**config.mk**
```make
export PLATFORM = sky130hd
export DESIGN_NAME = qmsm_cfg
export DESIGN_NICKNAME = d
export VERILOG_FILES = /design/src/design/qmsm_pkg.sv /design/src/design/qmsm_cfg.sv
export SDC_FILE = /design/constraint.sdc
export NUM_CORES = 1
export LEC_CHECK = 0
export CAP_MARGIN = 10
export CORE_MARGIN = 1
export CORE_UTILIZATION = 30
export DETAILED_ROUTE_END_ITERATION = 7
export DONT_BUFFER_PORTS = 1
export MAX_ROUTING_LAYER = met4
export SLEW_MARGIN = 10
export SYNTH_ARGS = -nofsm -noshare
export SYNTH_HDL_FRONTEND = slang
export SYNTH_SLANG_ARGS = --single-unit
```
**constraint.sdc**
```tcl
create_clock -name clk -period 1.5 [get_ports clk]
set_input_delay 0.225 -clock clk [delete_from_list [all_inputs] [get_ports clk]]
set_output_delay 0.225 -clock clk [all_outputs]
set_load 0.005 [all_outputs]
```
**src/design/qmsm_pkg.sv**
```systemverilog
// Package for the quadratic map sorted merge block.
// Holds the shared widths, register indexes, queue entry, coefficient and state types.
// No dependencies; every other design file refers to it by scoped names.
package qmsm_pkg;

    localparam int SAMPLE_W    = 16;
    localparam int COEF_W      = 16;
    localparam int VALUE_W     = 47;
    localparam int POS_W       = 6;
    localparam int APB_AW      = 4;
    localparam int APB_DW      = 32;
    localparam int QUEUE_DEPTH = 2;

    // Register indexes, taken from paddr[3:2].
    localparam logic [1:0] REG_COEF_SQUARE   = 2'd0;
    localparam logic [1:0] REG_COEF_LINEAR   = 2'd1;
    localparam logic [1:0] REG_COEF_CONSTANT = 2'd2;

    // Reset values of the coefficients.
    localparam logic signed [COEF_W-1:0] COEF_SQUARE_RST   = 16'sd1;
    localparam logic signed [COEF_W-1:0] COEF_LINEAR_RST   = 16'sd0;
    localparam logic signed [COEF_W-1:0] COEF_CONSTANT_RST = 16'sd0;

    typedef struct packed {
        logic signed [COEF_W-1:0] square;
        logic signed [COEF_W-1:0] linear;
        logic signed [COEF_W-1:0] constant;
    } coef_t;

    // One classified sample on its way from the front to the back.
    typedef struct packed {
        logic signed [SAMPLE_W-1:0] sample;
        logic                       last;
    } q_entry_t;

    typedef enum logic [1:0] {
        BK_LOAD,
        BK_MAP,
        BK_PRIME,
        BK_MERGE
    } back_state_t;

    // Status of the back end, seen by the top level.
    typedef struct packed {
        logic loading;
        logic merging;
    } back_stat_t;

endpackage

```
**src/design/qmsm_cfg.sv**
```systemverilog
// APB-style register file for the three mapping coefficients.
// Depends on qmsm_pkg for the register indexes, reset values and coef_t.
module qmsm_cfg (
    input  logic                          clk,
    input  logic                          rst_n,
    input  logic                          psel,
    input  logic                          penable,
    input  logic                          pwrite,
    input  logic [qmsm_pkg::APB_AW-1:0]   paddr,
    input  logic [qmsm_pkg::APB_DW-1:0]   pwdata,
    output logic [qmsm_pkg::APB_DW-1:0]   prdata,
    output logic                          pready,
    output qmsm_pkg::coef_t               coef
);

    logic signed [qmsm_pkg::COEF_W-1:0] square_reg;
    logic signed [qmsm_pkg::COEF_W-1:0] linear_reg;
    logic signed [qmsm_pkg::COEF_W-1:0] constant_reg;
    logic                               wr_en;
    logic [1:0]                         reg_idx;

    assign pready  = 1'b1;
    assign reg_idx = paddr[3:2];
    assign wr_en   = psel && penable && pwrite;

    // Register writes; indexes beyond the list are ignored.
    always_ff @(posedge clk or negedge rst_n)
    begin
        if (!rst_n)
        begin
            square_reg   <= qmsm_pkg::COEF_SQUARE_RST;
            linear_reg   <= qmsm_pkg::COEF_LINEAR_RST;
            constant_reg <= qmsm_pkg::COEF_CONSTANT_RST;
        end
        else if (wr_en)
        begin
            unique case (reg_idx)
                qmsm_pkg::REG_COEF_SQUARE:   square_reg   <= pwdata[qmsm_pkg::COEF_W-1:0];
                qmsm_pkg::REG_COEF_LINEAR:   linear_reg   <= pwdata[qmsm_pkg::COEF_W-1:0];
                qmsm_pkg::REG_COEF_CONSTANT: constant_reg <= pwdata[qmsm_pkg::COEF_W-1:0];
                default:                     ;
            endcase
        end
    end

    // Read data.
    always_comb
    begin
        unique case (reg_idx)
            qmsm_pkg::REG_COEF_SQUARE:   prdata = {16'b0, square_reg};
            qmsm_pkg::REG_COEF_LINEAR:   prdata = {16'b0, linear_reg};
            qmsm_pkg::REG_COEF_CONSTANT: prdata = {16'b0, constant_reg};
            default:                     prdata = '0;
        endcase
    end

    assign coef.square   = square_reg;
    assign coef.linear   = linear_reg;
    assign coef.constant = constant_reg;

endmodule

```
==> results.toml <==
[sta]
period_share = 0.907
final-hold-violation-count = 0
slew_violations = 0
fin_skew_ps = 0
finalSetupViolCount = 0
max_freq_ghz = 0.735
final.setup.worst_slack_ps = 139
rsz0062_at_grt = "false"
min_period_ps = 1360
finalSetupTns_ps = 0

[setup_path]
path_class = "reg2out"
timing.rr.start = "linear_reg[12]$_DFFE_PN0P_"
crit_path_top_delay_cell = "dfstp_2"
cp.required_ps = 1270
path_cells = "mux2i_1 -> o21ai_1"
cp-start-kind = "flop"
critPathMaxStageDelay_ps = 560
cp-end-kind = "output port"
startpoint = "square_reg[0]$_DFFE_PN1P_"
worst_ep_arrival_time_ps = 1140
ff2ff_path_depth = 1
r2r_end = "linear_reg[12]$_DFFE_PN0P_"
regToRegSetupSlack_ps = 680
worstSetupEndpoint = "prdata[0]"
critPathMaxFanout = 3

[layout]
synthToLayoutAreaGrowth_pct = 8.79
num-fill-cells = 763
nets = 225
layout_common_cells = "dfrtp_1, mux2_2, conb_1"
drive_above_1_share = 0.373
finalNonFillerCells = 284
final_common_cell = "dfrtp_1"
post-route-util = 0.344
diodes = 0

[drt]
drc = 0
routedWlPerCell_um = 17.8
drtIter0Drc = 35
first_pass_iters = 4
vias = 1347
via_per_inst = 4.74
ant_nets = 0
drt-total-wl_um = 5060

[power]
cellPowerDensity_nw_per_um2 = 1290
ir_drop_mv = 0.451
p_leak_nw = 1.17
total_power_w = 0.00327

[global_routing]
overflow = 0
grt_pass1_vias = 1400
grt_pass1_wl_um = 8110
antenna_found_initial = 0
grt_use_total = 0.134
grt_max_degree = 49

[placement]
dp.cells = 274
io_buffers = 0
place_ws_ps = 117
globalplace.congestion = 0.707

[floorplanning]
die_width_um = 90.2
core_sq_um = 7370
fp.dieH_um = 90.2
die_area_sq_um = 8140
start_util = 0.317
io_pins = 122
core.rowCount = 31

[cts]
root_buffer = "clkbuf_8"
cts.sinks = 48
cts_buffers = 5
clock_latency_ps = 290
cts_tree = "done"
htreeDepth = 2
post-cts-setup-buffer-count = 0
clock_path_buffers = 2
clkSlewWorstSetupHoldPaths_ps = 90

[flow_run]
maxCapViolCount = 0

[yosys]
ys_warn_count = 0
synth.yosys.seq_area_share = 0.515
yosysTopAreaCellShare = 0.504
synth.area.top_cells = "dfrtp_1, mux2_2, mux2i_1"
synth.avg_cell_area_sq_um = 13.1
synth_area_sq_um = 2330
syn_inst = 178
synth.distinct_cells = 19
synth_top_cell_by_area = "dfrtp_1"
ys_seq_elements = 48

[run_status]
status = "complete, no violations"

[worst_hold_path]
hp-class = "in2reg"
## critical path: cells and delay by family, from the launching register on
family             cells  cell delay, ps
AOI/OAI and AO/OA      1             210
muxes                  1              70
DFF                    1             560
## worst min-delay path by stage
stage,from,endpoint,depth (start not counted)
after floorplan,rst_n,constant_reg[0]$_DFFE_PN0P_,0
after global placement,rst_n,linear_reg[3]$_DFFE_PN0P_,0
after detailed placement,rst_n,square_reg[3]$_DFFE_PN0P_,0
after CTS,pwdata[12],linear_reg[12]$_DFFE_PN0P_,1
after global routing,pwdata[12],linear_reg[12]$_DFFE_PN0P_,1
final,pwdata[12],linear_reg[12]$_DFFE_PN0P_,1
## power breakdown
part / internal, W / switching [W]
Clock: 0.000377 / 0.000433
Combinational: 0.000347 / 0.000198
Sequential: 0.00160 / 0.000309
## stage by stage
stage | hold WS, ps | area [sq um]
floorplan | -70.6 | 2390
detailed placement | -69.4 | 2400
global placement | -69.8 | 2400
finish | 69.9 | 2540
global route | 45.4 | 2540
CTS | 50.8 | 2540
## repair_timing
item / CTS / global route
endpoints found under the hold margin: 48 / 0
hold buffers: 2 / 0
resized for setup: 0 / 1
setup endpoints to repair: 0 / 1
## layer usage
metal  wire (um)  GRT usage  up-vias
met2        2600      0.219       66
met1        2120      0.164      685
met5           0          -        -
li1            -          -      591
met4          36     0.0363        0
met3         304     0.0355        5
## cell type report
| type | instances | area, sq um | share of cell area |
|---|---|---|---|
| Timing Repair Buffer | 11 | 118 | 0.0463 |
| Clock inverter | 2 | 13.8 | 0.00542 |
| Clock buffer | 6 | 82.6 | 0.0325 |
| Sequential cell | 48 | 1200 | 0.474 |
| Tap cell | 99 | 124 | 0.0488 |
| Multi-Input combinational cell | 118 | 998 | 0.393 |
## cells in the mapped netlist
cell	count
and2b_1	1
buf_2	2
buf_4	19
buf_6	2
buf_8	1
clkbuf_1	3
conb_1	2
dfrtp_1	47
dfstp_2	1
mux2_2	38
mux2_4	10
mux2i_1	16
nand2_1	16
nand3_1	1
nor3_2	1
nor3b_2	1
o21ai_0	15
o21ai_1	1
or3b_1	1
## kinds of logic (layout without fill, tap and decap cells)
family,after synthesis,after routing,share of synthesized area
muxes,64,64,0.316
and+or+nand+nor,21,21,0.0445
buffers and inverters,27,19,0.0863
DFF,48,48,0.515
other,2,17,0.00322
AOI/OAI and AO/OA,16,16,0.0343
Power figures use the tool's default switching activity.
