$ cat config.mk
export PLATFORM = sky130hd
export DESIGN_NAME = qmsm_queue
export DESIGN_NICKNAME = d
export VERILOG_FILES = /design/src/design/qmsm_pkg.sv /design/src/design/qmsm_queue.sv
export SDC_FILE = /design/constraint.sdc
export NUM_CORES = 1
export LEC_CHECK = 0
export BUFFER_PORTS_ARGS = -buffer_cell sky130_fd_sc_hd__buf_2
export CAP_MARGIN = 40
export CORE_MARGIN = 5
export CORE_UTILIZATION = 45
export CTS_BUF_LIST = sky130_fd_sc_hd__clkbuf_16
export CTS_CLUSTER_SIZE = 10
export DETAILED_ROUTE_END_ITERATION = 6
export GPL_TIMING_DRIVEN = 0
export PLACE_DENSITY = 0.81
export REMOVE_ABC_BUFFERS = 1
export SYNTH_ARGS = -nofsm -noshare
export SYNTH_HDL_FRONTEND = slang
export SYNTH_SLANG_ARGS = --single-unit
$ cat constraint.sdc
create_clock -name clk -period 2.5 [get_ports clk]
set_clock_uncertainty 0.1 [all_clocks]
set_input_delay 0.25 -clock clk [delete_from_list [all_inputs] [get_ports clk]]
set_output_delay 0.25 -clock clk [all_outputs]
set_load 0.01 [all_outputs]
$ cat src/design/qmsm_pkg.sv
// Package for the quadratic map sorted merge block.
// Holds the shared widths, register indexes, queue entry, coefficient and state types.
// No dependencies; every other design file refers to it by scoped names.
package qmsm_pkg;

    localparam int SAMPLE_W    = 16;
    localparam int COEF_W      = 16;
    localparam int VALUE_W     = 47;
    localparam int POS_W       = 6;
    localparam int APB_AW      = 4;
    localparam int APB_DW      = 32;
    localparam int QUEUE_DEPTH = 2;

    // Register indexes, taken from paddr[3:2].
    localparam logic [1:0] REG_COEF_SQUARE   = 2'd0;
    localparam logic [1:0] REG_COEF_LINEAR   = 2'd1;
    localparam logic [1:0] REG_COEF_CONSTANT = 2'd2;

    // Reset values of the coefficients.
    localparam logic signed [COEF_W-1:0] COEF_SQUARE_RST   = 16'sd1;
    localparam logic signed [COEF_W-1:0] COEF_LINEAR_RST   = 16'sd0;
    localparam logic signed [COEF_W-1:0] COEF_CONSTANT_RST = 16'sd0;

    typedef struct packed {
        logic signed [COEF_W-1:0] square;
        logic signed [COEF_W-1:0] linear;
        logic signed [COEF_W-1:0] constant;
    } coef_t;

    // One classified sample on its way from the front to the back.
    typedef struct packed {
        logic signed [SAMPLE_W-1:0] sample;
        logic                       last;
    } q_entry_t;

    typedef enum logic [1:0] {
        BK_LOAD,
        BK_MAP,
        BK_PRIME,
        BK_MERGE
    } back_state_t;

    // Status of the back end, seen by the top level.
    typedef struct packed {
        logic loading;
        logic merging;
    } back_stat_t;

endpackage

$ cat src/design/qmsm_queue.sv
// Short queue between the front and back ends.
// Depends on qmsm_pkg for the entry type and depth.
module qmsm_queue (
    input  logic                clk,
    input  logic                rst_n,
    input  logic                push_valid,
    output logic                push_ready,
    input  qmsm_pkg::q_entry_t  push_data,
    output logic                pop_valid,
    input  logic                pop_ready,
    output qmsm_pkg::q_entry_t  pop_data
);

    localparam int DEPTH = qmsm_pkg::QUEUE_DEPTH;
    localparam int AW    = $clog2(DEPTH);
    localparam int CNTW  = $clog2(DEPTH + 1);

    qmsm_pkg::q_entry_t entry_reg [DEPTH];
    logic [AW-1:0]      wr_ptr_reg;
    logic [AW-1:0]      rd_ptr_reg;
    logic [CNTW-1:0]    count_reg;
    logic               do_push;
    logic               do_pop;

    assign push_ready = (count_reg != CNTW'(DEPTH));
    assign pop_valid  = (count_reg != '0);
    assign pop_data   = entry_reg[rd_ptr_reg];
    assign do_push    = push_valid && push_ready;
    assign do_pop     = pop_valid && pop_ready;

    // Pointers and fill level.
    always_ff @(posedge clk or negedge rst_n)
    begin
        if (!rst_n)
        begin
            wr_ptr_reg <= '0;
            rd_ptr_reg <= '0;
            count_reg  <= '0;
        end
        else
        begin
            if (do_push)
            begin
                wr_ptr_reg <= (wr_ptr_reg == AW'(DEPTH - 1)) ? '0 : wr_ptr_reg + AW'(1);
            end
            if (do_pop)
            begin
                rd_ptr_reg <= (rd_ptr_reg == AW'(DEPTH - 1)) ? '0 : rd_ptr_reg + AW'(1);
            end
            if (do_push && !do_pop)
            begin
                count_reg <= count_reg + CNTW'(1);
            end
            else if (do_pop && !do_push)
            begin
                count_reg <= count_reg - CNTW'(1);
            end
        end
    end

    // Entry storage.
    always_ff @(posedge clk)
    begin
        if (do_push)
        begin
            entry_reg[wr_ptr_reg] <= push_data;
        end
    end

endmodule

==> results.py <==
metrics = {
    "finish": {
        "area_delta_synth_final_pct": 29.80,
        "fin_area_um2": 1913,
        "layout_common_cells": "buf_2 (39), edfxtp_1 (34), mux2_4 (9), mux2_2 (8), clkbuf_16 (5)",
        "diodes": 0,
        "final_net_count": 140,
        "regArea_um2": 1121,
        "drive_above_1_share_pct": 57.14,
        "multi_input_comb_area_um2": 320.3,
        "final_common_cell": "buf_2",
        "largest_reg_flops": 34,
        "num-fill-cells": 247,
    },
    "grt": {
        "grt_max_degree": 18,
        "grt_pass1_wl_mm": 3.739,
        "grt.overflow.total": 0,
        "grt_pass1_vias": 838,
        "grt_antenna_before_repair": 0,
        "grt_usage_pct": 11.93,
    },
    "worst_hold_path": {
        "holdCritPathClass": "input port to flop",
        "hp-start": "push_data[13]",
        "whs_path_depth": 1,
        "min_to": "entry_reg[0][13]$_DFFE_PP_",
    },
    "power": {
        "p_per_area_nw_per_um2": 1244,
        "ir_worst_vdd_v": 0.0006179,
        "p_leak_nw": 0.7776,
    },
    "critical_path": {
        "crit_family": "flip-flops",
        "r2r-start": "count_reg[0]$_DFFE_PN0P_",
        "critPathKind": "flop to output pin",
        "rrSetupSlack_ns": 0.75,
        "r2r-end": "entry_reg[1][8]$_DFFE_PP_",
        "ff2ff_path_depth": 2,
        "arrival_ns": 1.51,
        "crit_path_start": "rd_ptr_reg$_DFFE_PN0P_",
        "cp_cell_sequence": "buf_16 -> mux2_2 -> buf_2",
        "cp.required_ns": 2.15,
        "worst-path-buf-inv": 2,
        "critPathSlowestCell": "dfrtp_1",
        "path_max_fanout": 13,
        "max_stage_delay_ns": 0.54,
        "crit_path_start_kind": "flop",
        "cp.depth": 3,
        "crit_path_end_kind": "output pin",
    },
    "run": {
        "cap_violations": 0,
    },
    "yosys": {
        "synthCells": 71,
        "ys_warn_count": 0,
        "ys_types": 16,
        "synth_top_cell_area_share_pct": 69.27,
        "postSynthRegisterBits": 38,
        "synth.avg_cell_area_um2": 20.76,
        "synth.area.top_cells": "edfxtp_1 (69%), mux2_4 (9.2%), dfrtp_1 (6.8%)",
        "synth_area_um2": 1474,
        "yosysSeqAreaShare_pct": 76.06,
        "synth_top_area_cell": "edfxtp_1",
    },
    "routing": {
        "avgViaCountPerCell": 4.669,
        "wl_per_cell_um": 14.33,
        "drc": 0,
        "antenna_left": 0,
        "vias": 761,
        "drtIter0Drc": 20,
        "routed_wl_mm": 2.336,
        "drt_pass1_iterations": 3,
    },
    "die": {
        "die_x_um": 67.23,
        "io_pins": 40,
        "die-area_um2": 4520,
        "coreArea_um2": 3103,
        "rows": 20,
        "initial_core_util_pct": 47.50,
        "die_h_um": 67.23,
    },
    "sta": {
        "relSlewSlack_pct": 46.20,
        "fin_ws_ns": 0.6405,
        "slew_viol_final": 0,
        "hold_viol": 0,
        "worst_pin_slew_ns": 0.8070,
        "fin_crit_sh_pct": 74.38,
        "rsz0062_at_grt": "false",
        "max_freq_mhz": 537.8,
        "fin_tns_setup_ns": 0,
        "min_period_ns": 1.859,
        "setup_violations": 0,
    },
    "outcome": {
        "status": "complete, no violations",
    },
    "cts": {
        "numCtsBuffers": 5,
        "clock_sinks": 38,
        "path_clk_slew_ns": 0.06,
        "cts_tree": "built",
        "cts_resized": 0,
        "clk_latency_ns": 0.27,
        "clock_path_buffers": 2,
        "htreeDepth": 2,
        "clockRootBuffer": "clkbuf_16",
    },
    "place": {
        "place_area_um2": 1738,
        "port_buffers": 39,
        "routabilityCongestion": 0.6113,
        "pre_cts_slack_ns": 0.7257,
        "hpwl_mm": 1.714,
    },
}
what timing repair did:
item,in CTS,in global routing
buffers inserted,0,0
hold buffers,1,0
endpoints found under the hold margin,4,0
cell families (layout without fill, tap and decap cells):
| logic type | Yosys count | count (layout) | synth area share (%) |
|---|---|---|---|
| xor gates and xnor gates | 5 | 5 | 2.972 |
| adders and majority gates | 1 | 1 | 0.8488 |
| DFF | 38 | 38 | 76.06 |
| buffers and inverters | 3 | 51 | 2.377 |
| and+or+nand+nor | 7 | 7 | 2.463 |
| muxes | 17 | 17 | 15.28 |
where the power goes:
group | switching, mW | total, mW | internal [mW] | leakage, nW
clock | 0.222 | 0.688 | 0.466 | 0.0836
combinational | 0.342 | 0.733 | 0.392 | 0.332
sequential | 0.0792 | 0.959 | 0.880 | 0.362
total | 0.643 | 2.38 | 1.74 | 0.778
cell usage after synthesis, drive strengths merged:
master,count
edfxtp,34
mux2,17
nor2,2
inv,1
nand2,2
buf,2
dfrtp,4
ha,1
or2,1
xnor2,3
xor2,2
and3,1
nand2b,1
worst max-delay path by stage:
stage / slack (ns) / endpoint
CTS: 0.62 / pop_data[7]
global placement: 0.23 / entry_reg[0][6]$_DFFE_PP_
global route: 0.57 / pop_data[7]
floorplan: 0.57 / entry_reg[0][0]$_DFFE_PP_
detailed placement: 0.73 / entry_reg[1][13]$_DFFE_PP_
finish: 0.64 / pop_data[7]
final cells by class:
type	instances	area share, %
Sequential cell	38	58.60
Timing Repair Buffer	42	12.95
Clock inverter	3	2.093
Inverter	1	0.1962
Multi-Input combinational cell	30	16.74
Clock buffer	5	6.540
Tap cell	44	2.878
worst reg2reg max path, cell delays in order, from the launching register on:
cell      delay (ns)
dfrtp_1         0.40
nand2b_1        0.17
and3_1          0.70
through the flow:
step | utilization, % | instances | power, mW | hold WS [ns]
5_1_grt | 61.65 | 163 | 2.504 | 0.04981
6_report | 61.65 | 163 | 2.380 | 0.06072
3_3_place_gp | 54.56 | 152 | 1.626 | -0.04395
2_1_floorplan | - | 69 | 1.409 | -0.1456
4_1_cts | 61.65 | 163 | 2.412 | 0.05625
3_5_place_dp | 56.01 | 154 | 1.722 | -0.03998
metal layers:
metal / global-route usage, % / up-vias / wire, um
met2: 21.23 / 32 / 1187
met3: 6.323 / 3 / 244
met1: 11.57 / 363 / 876
li1: - / 363 / -
met5: 0 / - / 0
met4: 4.557 / 0 / 28
No activity file was read; power rests on OpenSTA's default activity.
