**src/design/qmsm_pkg.sv**
```systemverilog
// Package for the quadratic map sorted merge block.
// Holds the shared widths, register indexes, queue entry, coefficient and state types.
// No dependencies; every other design file refers to it by scoped names.
package qmsm_pkg;

    localparam int SAMPLE_W    = 16;
    localparam int COEF_W      = 16;
    localparam int VALUE_W     = 47;
    localparam int POS_W       = 6;
    localparam int APB_AW      = 4;
    localparam int APB_DW      = 32;
    localparam int QUEUE_DEPTH = 2;

    // Register indexes, taken from paddr[3:2].
    localparam logic [1:0] REG_COEF_SQUARE   = 2'd0;
    localparam logic [1:0] REG_COEF_LINEAR   = 2'd1;
    localparam logic [1:0] REG_COEF_CONSTANT = 2'd2;

    // Reset values of the coefficients.
    localparam logic signed [COEF_W-1:0] COEF_SQUARE_RST   = 16'sd1;
    localparam logic signed [COEF_W-1:0] COEF_LINEAR_RST   = 16'sd0;
    localparam logic signed [COEF_W-1:0] COEF_CONSTANT_RST = 16'sd0;

    typedef struct packed {
        logic signed [COEF_W-1:0] square;
        logic signed [COEF_W-1:0] linear;
        logic signed [COEF_W-1:0] constant;
    } coef_t;

    // One classified sample on its way from the front to the back.
    typedef struct packed {
        logic signed [SAMPLE_W-1:0] sample;
        logic                       last;
    } q_entry_t;

    typedef enum logic [1:0] {
        BK_LOAD,
        BK_MAP,
        BK_PRIME,
        BK_MERGE
    } back_state_t;

    // Status of the back end, seen by the top level.
    typedef struct packed {
        logic loading;
        logic merging;
    } back_stat_t;

endpackage

```
**src/design/qmsm_in_if.sv**
```systemverilog
// Input channel interface: one sample and its end-of-set flag per transaction.
// Depends on qmsm_pkg for the sample width.
interface qmsm_in_if;
    logic                                 valid;
    logic                                 ready;
    logic signed [qmsm_pkg::SAMPLE_W-1:0] sample;
    logic                                 end_of_set;

    modport source (output valid, output sample, output end_of_set, input ready);
    modport sink (input valid, input sample, input end_of_set, output ready);
endinterface

```
**src/design/qmsm_front.sv**
```systemverilog
// Front end: accepts samples and marks the one that closes a set.
// Depends on qmsm_pkg and qmsm_in_if; feeds qmsm_queue.
module qmsm_front #(
    parameter int MAX_ITEMS = 64
) (
    input  logic                clk,
    input  logic                rst_n,
    qmsm_in_if.sink             sample_in,
    output logic                push_valid,
    input  logic                push_ready,
    output qmsm_pkg::q_entry_t  push_data
);

    localparam int IW = (MAX_ITEMS > 1) ? $clog2(MAX_ITEMS) : 1;

    logic [IW-1:0] count_reg;
    logic [IW-1:0] count_next;
    logic          is_last;
    logic          accept;

    // A set closes on its marker or when the store is full.
    assign is_last = sample_in.end_of_set || (count_reg == IW'(MAX_ITEMS - 1));
    assign accept  = sample_in.valid && push_ready;

    assign sample_in.ready  = push_ready;
    assign push_valid       = sample_in.valid;
    assign push_data.sample = sample_in.sample;
    assign push_data.last   = is_last;

    always_comb
    begin
        count_next = count_reg;
        if (accept)
        begin
            count_next = is_last ? '0 : count_reg + IW'(1);
        end
    end

    always_ff @(posedge clk or negedge rst_n)
    begin
        if (!rst_n)
        begin
            count_reg <= '0;
        end
        else
        begin
            count_reg <= count_next;
        end
    end

endmodule

```
**src/flat_wrapper.sv**
```systemverilog
// flat-port wrapper written by rule: the top's interface ports become plain ports
module qmsm_front_flat 
#(
    parameter int MAX_ITEMS = 64
)
  (clk, rst_n, push_valid, push_ready, push_data, sample_in_valid, sample_in_sample, sample_in_end_of_set, sample_in_ready);
  qmsm_in_if sample_in_i ();
  input  logic clk;
  input  logic rst_n;
  output logic push_valid;
  input  logic push_ready;
  output qmsm_pkg::q_entry_t push_data;
  input wire logic [$bits(sample_in_i.valid)-1:0] sample_in_valid;
  input wire logic [$bits(sample_in_i.sample)-1:0] sample_in_sample;
  input wire logic [$bits(sample_in_i.end_of_set)-1:0] sample_in_end_of_set;
  output wire logic [$bits(sample_in_i.ready)-1:0] sample_in_ready;
  assign sample_in_i.valid = sample_in_valid;
  assign sample_in_i.sample = sample_in_sample;
  assign sample_in_i.end_of_set = sample_in_end_of_set;
  assign sample_in_ready = sample_in_i.ready;
  qmsm_front #(.MAX_ITEMS(MAX_ITEMS)) u_core (.clk(clk), .rst_n(rst_n), .sample_in(sample_in_i), .push_valid(push_valid), .push_ready(push_ready), .push_data(push_data));
endmodule
```
**config.mk**
```make
export PLATFORM = sky130hd
export DESIGN_NAME = qmsm_front_flat
export DESIGN_NICKNAME = d
export VERILOG_FILES = /design/src/design/qmsm_pkg.sv /design/src/design/qmsm_in_if.sv /design/src/design/qmsm_front.sv /design/src/flat_wrapper.sv
export SDC_FILE = /design/constraint.sdc
export NUM_CORES = 1
export LEC_CHECK = 0
export ABC_AREA = 1
export ABC_CLOCK_PERIOD_IN_PS = 1700
export BUFFER_PORTS_ARGS = -buffer_cell sky130_fd_sc_hd__buf_2
export CORE_AREA = 2 2 39 41
export DETAILED_ROUTE_END_ITERATION = 8
export DIE_AREA = 0 0 41 43
export GPL_ROUTABILITY_DRIVEN = 0
export PLACE_DENSITY = 0.77
export SYNTH_ARGS = -nofsm -noshare
export SYNTH_HDL_FRONTEND = slang
export SYNTH_SLANG_ARGS = --single-unit
```
**constraint.sdc**
```tcl
create_clock -name clk -period 1.7 [get_ports clk]
set_clock_uncertainty 0.15 [all_clocks]
set_input_delay 0.085 -clock clk [delete_from_list [all_inputs] [get_ports clk]]
set_output_delay 0.085 -clock clk [all_outputs]
set_load 0.02 [all_outputs]
```
==> metrics <==
status finished, final reports clean; I/O Buffers 7; layout cells sized above 1 0.2632; initial antenna violation count 0; worst reg2reg path depth 6; area occupied by multi-input gates approximately 170 um^2; Critical Path Max Stage Delay ~0.37 ns; max reg flops 6; DR vias 314; synthesized netlist cell count 65; Hold Fails Final Rpt 0; final critical-path required period 1.488 ns; f_max ~0.67 GHz; max_cap viols 0; grt ovf 0; Diodes inserted 0; Max-slew headroom 0.8783; TritonRoute pass-1 iters 2; detailed-route DRC error count 0; DRT Wirelength 651 um; worst hold endpoint push_data[11]; post-synth top area cell dfrtp_1; Final #Nets roughly 80; cell depth of the worst hold path 0; synth warn 0; GRT Util Overall 0.09625; post-synth top area share 0.3038; syn avg cell area 7.603 um^2; CTS buffer count 3; number of global-route vias before repair about 300; Seq/Total Area, Yosys 0.3038; std cell rows 14; CP startpoint kind register; crit path max fanout 4; Chip Width a little over 40 um; Worst Path Arrival ~1.3 ns; Detail Placement HPWL between 500 and 600 um; RSZ-0062 raised after global routing no; H-tree depth 1; HP Class primary input to output port; final core occ 0.3174; clk_lat worst skew around 0.24 ns; syn_nets just under 90; clock slew at reported path FFs approximately 0.04 ns; synth unique cells 17; worst setup path class register to output port; Core Area 1384 um^2; Root Buffer clkbuf_4; Via density about 4.3; HP Start sample_in_sample[10]; crit path max-delay cell type dfrtp_1; largest net degree at the start of global routing 7; top cells by area, synth dfrtp_1 30%, buf_4 29%, nand2_1 11%; worst vdd rail ir drop about 0.00034 V; TNS Setup 0 ns; first-pass GRT wire length 1117 um; crit path cell chain ha_1 > nand3_2 > o21bai_4 > buf_2; Total Die Area around 1800 um^2; required time of the critical path 1.46 ns; clk sink count 6; Die Ht 43 um; synthesized area approximately 500 um^2; Period Utilization, post-route 0.8751; r2r setup slk approximately 0.42 ns; I/O pins 40; reg2reg start u_core.count_reg[1]; post-CTS setup buffer count 0; ANT nets after route 0; critical path capture point type output port; FF+latch area around 150 um^2; Final Setup Violations 0; drt wl/cell just under 9 um; Area Overhead vs Synth -11.14%; Seq cells post-synth 6; worst r2r dst u_core.count_reg[5]; clock buffer depth 2; Slew Limit Fails 0; Initial Util 0.3571; CTS tree built; Worst Tran Pin Value approximately 0.18 ns; P per Cell Area between 700 and 800 nW/um^2; Initial DRC Count 4; # fillers about 150; Lkg Pwr approximately 0.00024 uW
-- routing by layer --
| layer | part of all wire | vias up | track usage |
|---|---|---|---|
| met3 | 0.095 | 2 | 0.01571 |
| met2 | 0.50 | 6 | 0.1406 |
| met1 | 0.39 | 143 | 0.1026 |
| met5 | 0 | - | 0 |
| met4 | 0.0061 | 0 | 0.1067 |
| li1 | - | 163 | - |
-- worst max-delay path by stage --
stage / from / end / slack (ns) / cells after the start
6_report: u_core.count_reg[1] / push_data[0] / 0.21 / 4
3_3_place_gp: u_core.count_reg[0] / u_core.count_reg[2] / 0.48 / 6
2_1_floorplan: u_core.count_reg[0] / u_core.count_reg[5] / 0.53 / 6
5_1_grt: u_core.count_reg[1] / push_data[0] / 0.14 / 4
4_1_cts: u_core.count_reg[1] / push_data[0] / 0.19 / 4
3_5_place_dp: u_core.count_reg[1] / u_core.count_reg[5] / 0.42 / 6
-- per-stage QoR --
stage	std cells	total power, uW	hold slack, ns	cell area, um^2	worst slack [ns]
2_1_floorplan	65	264.5	-0.3606	494.2	0.5270
3_3_place_gp	69	221.3	-0.2383	406.6	0.4782
3_5_place_dp	69	224.3	-0.2369	406.6	0.4216
4_1_cts	73	357.1	0.02014	439.2	0.1892
5_1_grt	73	368.5	0.02003	439.2	0.1391
6_report	73	345.4	0.02001	439.2	0.2124
-- cell usage after synthesis, drive strengths merged --
master	n
inv	8
clkinv	1
ha	1
buf	19
xor2	1
nand4	2
dfrtp	6
nand3	3
nor2	5
o21ai	2
nand2	15
o21bai	1
a21oi	1
-- placed cells by master (no fill, tap or decap) --
master / count
nand2_1: 14
inv_1: 7
buf_2: 7
dfrtp_1: 6
nor2_1: 4
clkbuf_4: 3
nand3_1: 2
nand4_1: 2
o21ai_0: 2
nand3_2: 1
o21bai_4: 1
nor2_2: 1
inv_2: 1
nand2_2: 1
clkinv_1: 1
xor2_1: 1
a21oi_1: 1
ha_1: 1
dlygate4sd3_1: 1
-- logic make-up after synthesis --
kind of cell    Yosys count  synth area share
compound gates            4           0.06835
xor+xnor                  1           0.01772
fa+ha+maj                 1           0.02531
buf+inv                  28            0.3570
flops                     6            0.3038
simple gates             25            0.2279
-- critical path, delay by kind of cell (launching register included) --
kind,cells,cell delay [ns]
AO/OA/AOI/OAI,1,0.17
adder cells (fa/ha/maj),1,0.19
buffers and inverters,1,0.19
flip-flops,1,0.37
AND/OR/NAND/NOR,1,0.10
-- layout make-up --
cell class | count | share of cell area
Clock buffer | 3 | 0.05128
Timing Repair Buffer | 8 | 0.1026
Inverter | 9 | 0.07692
Multi-Input combinational cell | 31 | 0.3818
Sequential cell | 6 | 0.3419
Tap cell | 16 | 0.04558
-- power breakdown --
part | internal, uW | switching, uW | total [uW]
Clock | 79.3 | 43.6 | 123
Sequential | 156 | 11.6 | 168
Combinational | 22.7 | 31.8 | 54.6
Total | 258 | 87.0 | 345
-- repair_timing --
item / in CTS / in global routing
hold buffers: 1 / 0
resized for setup: 0 / 0
endpoints found under the hold margin: 6 / 0
(Power assumes the default switching activity.)
